### src/rtl/csa_pkg.sv
package csa_pkg;

   localparam int GRID_DIM_DEFAULT  = 32;
   localparam int ACC_WIDTH_DEFAULT = 40;

   localparam int SAMPLE_W = 32;
   localparam int INDEX_W  = 5;
   localparam int CELL_W   = 40;
   localparam int OP_W     = 2;

   typedef logic [OP_W-1:0] op_type;

   localparam op_type OP_CLEAR  = 2'd0;
   localparam op_type OP_ACCUM  = 2'd1;
   localparam op_type OP_READ   = 2'd2;
   localparam op_type OP_UNUSED = 2'd3;

   // Commands from the controller to the datapath
   typedef struct packed {
      logic load;       // capture the word and launch the memory reads
      logic read_sel;   // address the reads from read_row/read_col
      logic write;      // write back the saturated sum
      logic clear;      // drop every row valid bit
      logic out_load;   // move the read result into the output register
   } cmd_type;

endpackage

### src/rtl/csa_ctrl.sv
module csa_ctrl (
   input  logic               clock,
   input  logic               reset,
   input  logic               req_tvalid,
   output logic               req_tready,
   input  csa_pkg::op_type    req_op,
   output logic               rsp_tvalid,
   input  logic               rsp_tready,
   output csa_pkg::cmd_type   cmd
);

   typedef enum logic {
      ST_IDLE,
      ST_EXEC
   } state_type;

   state_type state_ff;
   logic      is_read_ff;
   logic      rsp_valid_ff;
   logic      rsp_valid_in;
   logic      accept;
   logic      out_free;

   assign req_tready = (state_ff == ST_IDLE);
   assign accept     = req_tvalid && req_tready;
   assign out_free   = !rsp_valid_ff || rsp_tready;
   assign rsp_tvalid = rsp_valid_ff;

   always_comb begin
      cmd          = '0;
      cmd.load     = accept && ((req_op == csa_pkg::OP_ACCUM) || (req_op == csa_pkg::OP_READ));
      cmd.read_sel = (req_op == csa_pkg::OP_READ);
      cmd.clear    = accept && (req_op == csa_pkg::OP_CLEAR);
      cmd.write    = (state_ff == ST_EXEC) && !is_read_ff;
      cmd.out_load = (state_ff == ST_EXEC) && is_read_ff && out_free;
   end

   // Raise valid with a new result, drop it once the pending one is taken
   assign rsp_valid_in = cmd.out_load || (rsp_valid_ff && !rsp_tready);

   always_ff @(posedge clock) begin
      if (reset) begin
         state_ff     <= ST_IDLE;
         is_read_ff   <= 1'b0;
         rsp_valid_ff <= 1'b0;
      end else begin
         rsp_valid_ff <= rsp_valid_in;
         unique case (state_ff)
            ST_IDLE: begin
               if (cmd.load) begin
                  is_read_ff <= cmd.read_sel;
                  state_ff   <= ST_EXEC;
               end
            end
            ST_EXEC: begin
               if (!is_read_ff || out_free) begin
                  state_ff <= ST_IDLE;
               end
            end
            default: begin
               state_ff <= ST_IDLE;
            end
         endcase
      end
   end

endmodule

### config.mk
export PLATFORM = sky130hd
export DESIGN_NAME = csa_ctrl
export DESIGN_NICKNAME = d
export VERILOG_FILES = /design/src/rtl/csa_pkg.sv /design/src/rtl/csa_ctrl.sv
export SDC_FILE = /design/constraint.sdc
export NUM_CORES = 1
export LEC_CHECK = 0
export BUFFER_PORTS_ARGS = -buffer_cell sky130_fd_sc_hd__buf_2
export CORE_AREA = 2 2 39 41
export CTS_CLUSTER_SIZE = 30
export DETAILED_ROUTE_END_ITERATION = 10
export DIE_AREA = 0 0 41 43
export PLACE_DENSITY = 0.4
export SYNTH_ARGS = -nofsm -noshare
export SYNTH_HDL_FRONTEND = slang
export SYNTH_SLANG_ARGS = --single-unit
### constraint.sdc
create_clock -name clock -period 1 [get_ports clock]
set_clock_uncertainty 0.05 [all_clocks]
set_input_delay 0.1 -clock clock [delete_from_list [all_inputs] [get_ports clock]]
set_output_delay 0.1 -clock clock [all_outputs]
set_load 0.005 [all_outputs]
# After elaboration in Yosys (flattened, before gate mapping)
# Cells that the tools add are included.
# W data, S select, Z words.
[word_totals]
register_bits = 3
inputBits = 6
wordCells = 25
[classes]
eq_ne = 2
mux = 3
n_bitwise = 1
n_reduce_logical = 16
[op_table]
columns = ["op", "count"]
rows = [
  ["$logic_and A1 B1 Y1", 7],
  ["$logic_or A1 B1 Y1", 4],
  ["$logic_not A1 Y1", 3],
  ["$eq A2 B1 Y1 const B", 1],
  ["$eq A2 B2 Y1 const B", 1],
  ["$logic_not A2 Y1", 1],
  ["$mux W1", 2],
  ["$pmux W1 S2", 1],
  ["$reduce_and A2 Y1", 1],
  ["$not A1 Y1", 1],
]

# Longest topological paths before layout
# Gate-level depths: netlist of run 1.
[logic_depth]
depth_word = 5
mapped_depth = 4

# Least setup slack after synthesis of run 1
# OpenSTA, ideal clock, no wires.
[synth_timing]
path_type = "in2reg"
from = "input port req_op[0]"
to = "register state_ff"
setup_ns = 0.115
arrival_time_ns = 0.791
t_required_ns = 0.835
slack_ns = 0.044
stages = 4
n_path_buf = 0
cell_sequence = "inv_1 ha_1 and3b_2 o21ba_1"
[synth_rtl]
columns = ["item", "line", "rtl"]
rows = [
  ["from (decl)", "csa_ctrl.sv:6", "input csa_pkg::op_type req_op,"],
  ["to (signal assigned)", "csa_ctrl.sv:43", "state_ff <= ST_IDLE;"],
  ["to (signal assigned)", "csa_ctrl.sv:52", "state_ff <= ST_EXEC;"],
  ["to (signal assigned)", "csa_ctrl.sv:57", "state_ff <= ST_IDLE;"],
  ["to (decl)", "csa_ctrl.sv:17", "state_type state_ff;"],
]

==> results of run 1 <==
layer usage:
| metal | vias up | global-route usage [%] |
|---|---|---|
| met1 | 72 | 7.372 |
| met5 | - | 0 |
| met2 | 13 | 7.813 |
| li1 | 109 | - |
| met3 | 0 | 6.283 |
| met4 | 0 | 2.000 |
worst reg2reg max path: stages, from the launching register on:
cell and delay, ps:
dfxtp_4 350, and3b_2 210, buf_4 130, o21ba_1 150
cells by family (layout without fill, tap and decap cells):
kind of cell | Yosys count | count (layout)
multiplexers | 1 | 1
AO/OA/AOI/OAI | 2 | 2
AND/OR/NAND/NOR | 9 | 9
flip-flops | 3 | 3
buffers and inverters | 3 | 24
adder cells (fa/ha/maj) | 2 | 2
worst max-delay path by stage:
stage	to	from
floorplan	state_ff$_SDFF_PP0_	req_op[0]
global placement	state_ff$_SDFF_PP0_	req_op[0]
detailed placement	state_ff$_SDFF_PP0_	req_op[0]
CTS	cmd[4]	state_ff$_SDFF_PP0_
global route	cmd[4]	state_ff$_SDFF_PP0_
finish	cmd[4]	state_ff$_SDFF_PP0_
flip-flops by register name, indices dropped and copies added (netlist names):
signal / flops
state_ff: 1
is_read_ff: 1
rsp_tvalid: 1
where the power goes:
group	switching (mW)	internal, mW	leakage (nW)
combinational	0.0240	0.0412	0.151
sequential	0.00428	0.124	0.0261
clock	0.0617	0.149	0.0150
total	0.0900	0.314	0.192
Yosys cell counts:
cell      count  area [um2]
nor2_1        1       3.750
and4b_1       1       10.01
ha_1          2       25.02
o21ba_1       1       10.01
a21oi_1       1       5.000
nor2b_1       1       6.260
and3b_2       1       10.01
and3_1        1       6.260
inv_1         3       11.26
dfxtp_1       3       60.06
nand2_1       1       3.750
nand2b_2      1       8.760
mux2i_1       1       10.01
nand2b_1      2       12.51
through the flow:
step / setup slack (ps) / cells / power [mW] / setup TNS, ps
final: -62.17 / 57 / 0.4043 / -104.1
after floorplan: 44.07 / 20 / 0.1537 / 0
after global placement: -56.55 / 50 / 0.1864 / -66.99
after CTS: -59.84 / 57 / 0.4149 / -139.8
after detailed placement: -58.21 / 50 / 0.1861 / -59.49
after global routing: -99.13 / 57 / 0.4323 / -363.0
layout by cell type, fill, tap and decap left out, types with 2 or more instances in the layout:
cell	Yosys	routed
inv_1	3	2
clkbuf_4	0	3
dfxtp_2	0	2
ha_1	2	2
buf_4	0	4
nand2b_1	2	2
buf_2	0	12
layout make-up:
| cell class | instances | area share (%) |
|---|---|---|
| clock buffer | 4 | 7.778 |
| multi-input combinational | 14 | 33.70 |
| sequential | 3 | 19.63 |
| timing repair buffer | 17 | 29.63 |
| inverter | 3 | 3.333 |
| tap | 16 | 5.926 |
repair_timing:
item,4_1_cts,5_1_grt
buffers inserted,2,0
gates resized for setup,3,3
pin swaps,0,1
endpoints found under the setup margin,4,6
endpoints found under the hold margin,1,0
hold buffers,1,0
==> out/qor.txt, run 1 <==
Fin Hold WS -> 98.74 ps
Vias in the first global route -> 196
Root Buffer -> clkbuf_4
Mux cell area share after synthesis -> 5.479%
Worst hold path type -> primary input to register
Highest metal layer with signal wires -> met3
First-pass GRT wire length -> 683 um
Area Overhead vs Synth -> 84.93%
Number of buffers created by CTS -> 3
Hold endpoint -> rsp_tvalid$_SDFF_PP0_
Die footprint -> 1763 um2
Failing checks -> negative setup slack
Reg clk slew, reported paths -> 40 ps
WL final -> 464 um
Sequential cell area fraction in the yosys report -> 32.88%
Slew HR -> 91.18%
RSZ-0062 raised after global routing -> true
Final Cycle Share -> 106.2%
Met1 wire length -> 260 um
Mean Syn Cell Area -> 9.134 um2
Pwr per Cell Area -> 1197 nW/um2
Share of layout cells above drive strength 1 -> 63.41%
# fillers -> 162
R2r startpoint -> state_ff$_SDFF_PP0_
Minimum clock period -> 1062 ps
Final nets -> 50
CTS tree -> done
Adder-cell share of the synthesized area -> 13.70%
Critical-path cell list -> and3b_2 > buf_2
Worst setup EP type -> output pin
Hold Violations, Final -> 0
CP Buf/Inv Count -> 1
Leakage -> 0.1921 nW
1st-iter DRT viols -> 0
Hold path start -> rsp_tready
Gr usage total -> 6.319%
Largest delay share family, worst path -> flip-flops
Routed Antenna Nets -> 0
Critical path class -> register to output pin
F_max -> 941.5 MHz
Cells after synthesis -> 20
Synthesized cell area -> 182.7 um2
Largest net degree at the start of global routing -> 5
Post-synth cell types -> 14
Total grt overflow -> 0
WP data required -> 850 ps
Final Cell Area -> 337.8 um2
Io pins -> 13
Arr. time, crit path -> 910 ps
Max Buffers Root-to-Sink -> 2
Largest family of logic cells by synthesized area -> simple AND/OR/NAND/NOR gates
Die width -> 41 um
Crit-path max FO -> 4
Hold path cells -> 3
Core footprint -> 1384 um2
Startpoint Class -> register
Die Y -> 43 um
RD Place Congestion -> 0.6913
Setup-failing EPs final -> 4
CTS Sinks -> 3
Initial antenna violation count -> 0
Register Area -> 66.31 um2
Met2 wire len -> 149 um
Multi-input logic area -> 113.9 um2
Max cap viols -> 0
Final core utilization -> 24.41%
Initial core utilization -> 13.20%
VDD IR max -> 0.0008039 V
R2R cell count -> 3
Met3 WL -> 54 um
WP depth -> 2
#FFs+latches synth -> 3
Routed vias/inst -> 3.404
Post-synthesis simple-gate area fraction -> 33.56%
DR WL/cell -> 8.140 um
FF-to-FF setup slack -> 0 ps
Synth Area in Compound Gates -> 8.219%
DRC -> 0
Max Slew Vio Count -> 0
Mapped Nets -> 28
H-Tree Depth -> 1
Slew @ Worst Pin -> 128.6 ps
Outcome -> finished, violations left
Crit path setup slack, layout -> -62.17 ps
Worst skew pair latency -> 230 ps
Area post-placement -> 277.8 um2
PortBufs -> 12
Via count -> 194
Synth Area in XOR/XNOR -> 0%
Rows -> 14
Max incr delay on CP -> 350 ps
Yosys Warn Count -> 0
DR pass1 iterations -> 1
Critical R2R Capture -> state_ff$_SDFF_PP0_
Critical-path top delay cell -> dfxtp_4
# diodes -> 0
No activity file was read; power rests on OpenSTA's default activity.
==> run 2, diff against run 1 <==
==> constraint.sdc (replaced) <==
create_clock -name clock -period 1 [get_ports clock]
set_clock_uncertainty 0.05 [all_clocks]
set_input_delay 0.1 -clock clock [delete_from_list [all_inputs] [get_ports clock]]
set_output_delay 0.1 -clock clock [all_outputs]
set_load 0.02 [all_outputs]
==> run 2 against run 1 <==
Effect of this change: the run still ends with negative setup slack left; worst setup slack lost 26 ps; clock power down 2%; register-to-register slack worse by 40 ps; highest routed layer unchanged; count of clock-buffer cells in the layout stayed put; sequential share of layout area down 2.2 points; global-route usage increased by 0.40 points; final area increased by 8.5%; wire length down 1.9%; die area unchanged; power increased by 5.3%; flip-flop and latch count unchanged; critical path type unchanged.
==> out/qor.txt, run 2 (synthesis results as in run 1) <==
# diodes -> 0
Slew @ Worst Pin -> 114.6 ps
Gr usage total -> 6.720%
Routed Antenna Nets -> 0
Initial antenna violation count -> 0
Global-route track usage on met2 -> 9.375%
Reg clk slew, reported paths -> 30 ps
WL final -> 455 um
Max Slew Vio Count -> 0
Io pins -> 13
Met3 Use GR -> 6.283%
Die Y -> 43 um
Crit-path max FO -> 4
Combinational share of power -> 21.3%
Area Overhead vs Synth -> 100.7%
Crit path setup slack, layout -> -88.36 ps
Worst hold path type -> primary input to register
DR WL/cell -> 7.982 um
FF-to-FF setup slack -> -40 ps
Hold Violations, Final -> 0
Vias in the first global route -> 207
Setup-failing EPs final -> 5
Largest net degree at the start of global routing -> 5
Root Buffer -> clkbuf_4
Max incr delay on CP -> 350 ps
Rows -> 14
Multi-input logic area -> 123.9 um2
Area post-placement -> 277.8 um2
Post-place setup slack -> -64.06 ps
# fillers -> 150
Startpoint Class -> register
Critical-path cell list -> and3b_2 > buf_6
Clock power frac -> 48.3%
RD Place Congestion -> 0.6712
Fin Hold WS -> 124.8 ps
DR pass1 iterations -> 2
Final Cycle Share -> 108.8%
Core footprint -> 1384 um2
Worst setup EP type -> output pin
CTS Sinks -> 3
VDD IR max -> 0.0005862 V
F_max -> 918.8 MHz
Max cap viols -> 0
Non-filler instance count after layout -> 57
Met1 Use GR -> 7.051%
Switching Share -> 23.63%
PortBufs -> 12
Slew HR -> 92.14%
Switch Pwr -> 0.1006 mW
Failing checks -> negative setup slack
Pwr per Cell Area -> 1161 nW/um2
Critical-path top delay cell -> dfxtp_2
Final Cell Area -> 366.6 um2
Commonest non-fill, non-tap cell in the layout -> buf_2
Setup_tns -> -244.7 ps
Register Area -> 63.81 um2
Worst skew pair latency -> 230 ps
Initial core utilization -> 13.20%
1st-iter DRT viols -> 1
Critical path class -> register to output pin
CP Buf/Inv Count -> 1
Commonest cells after routing, fill and taps aside -> buf_2, buf_4, clkbuf_4, dfxtp_2, buf_6
First-pass GRT wire length -> 772 um
Max Buffers Root-to-Sink -> 2
Final nets -> 50
RSZ-0062 raised after global routing -> true
Cell Int Power -> 0.3251 mW
Number of buffers created by CTS -> 3
Minimum clock period -> 1088 ps
Die width -> 41 um
Largest delay share family, worst path -> flip-flops
WP data required -> 850 ps
Outcome -> finished, violations left
Total power -> 0.4257 mW
Most Crowded Layer GR -> met2
Final core utilization -> 26.49%
DRC -> 0
H-Tree Depth -> 1
Total grt overflow -> 0
Via count -> 211
Die footprint -> 1763 um2
Placed cells -> 50
Arr. time, crit path -> 940 ps
Share of layout cells above drive strength 1 -> 65.85%
CTS tree -> done
Hpwl dp -> 346.4 um
Sequential group share of total power -> 30.4%
Routed vias/inst -> 3.702
Leakage -> 0.2011 nW
==> run 2: tightest hold or removal path: cells and delay by family <==
family / cells / cell delay (ps)
simple gates: 1 / 120
compound gates: 1 / 60
buf+inv: 1 / 80
==> run 2: worst paths after layout <==
| path | start | to | cells after the start |
|---|---|---|---|
| setup / recovery | state_ff$_SDFF_PP0_ | cmd[4] | 2 |
| hold / removal | rsp_tready | rsp_tvalid$_SDFF_PP0_ | 3 |
| setup reg to reg | state_ff$_SDFF_PP0_ | state_ff$_SDFF_PP0_ | 3 |
| hold reg to reg | rsp_tvalid$_SDFF_PP0_ | rsp_tvalid$_SDFF_PP0_ | 2 |
==> run 2: routing by layer <==
metal	wire [um]	vias up
met5	0	-
met4	0	0
met3	66	0
met2	163	13
met1	226	90
li1	-	108
==> run 2: power by group through the flow <==
stage	clock [mW]	combinational, mW	sequential, mW
after floorplan	0	0.0390	0.129
after global placement	0	0.0695	0.130
after detailed placement	0	0.0702	0.130
after CTS	0.219	0.0889	0.129
after global routing	0.234	0.0999	0.130
final	0.206	0.0907	0.129
==> run 2: area by class of cell <==
cell class,count,share of cell area [%]
timing repair buffer,17,33.11
tap,16,5.461
inverter,3,3.072
multi-input combinational,14,33.79
clock buffer,4,7.167
sequential,3,17.41
==> run 2: repair_timing <==
item                       in CTS  in global routing
resized for setup               9                  5
pin swaps                       0                  1
buffers inserted                2                  0
setup endpoints to repair       4                  6
hold buffers                    1                  0
hold endpoints to repair        1                  0
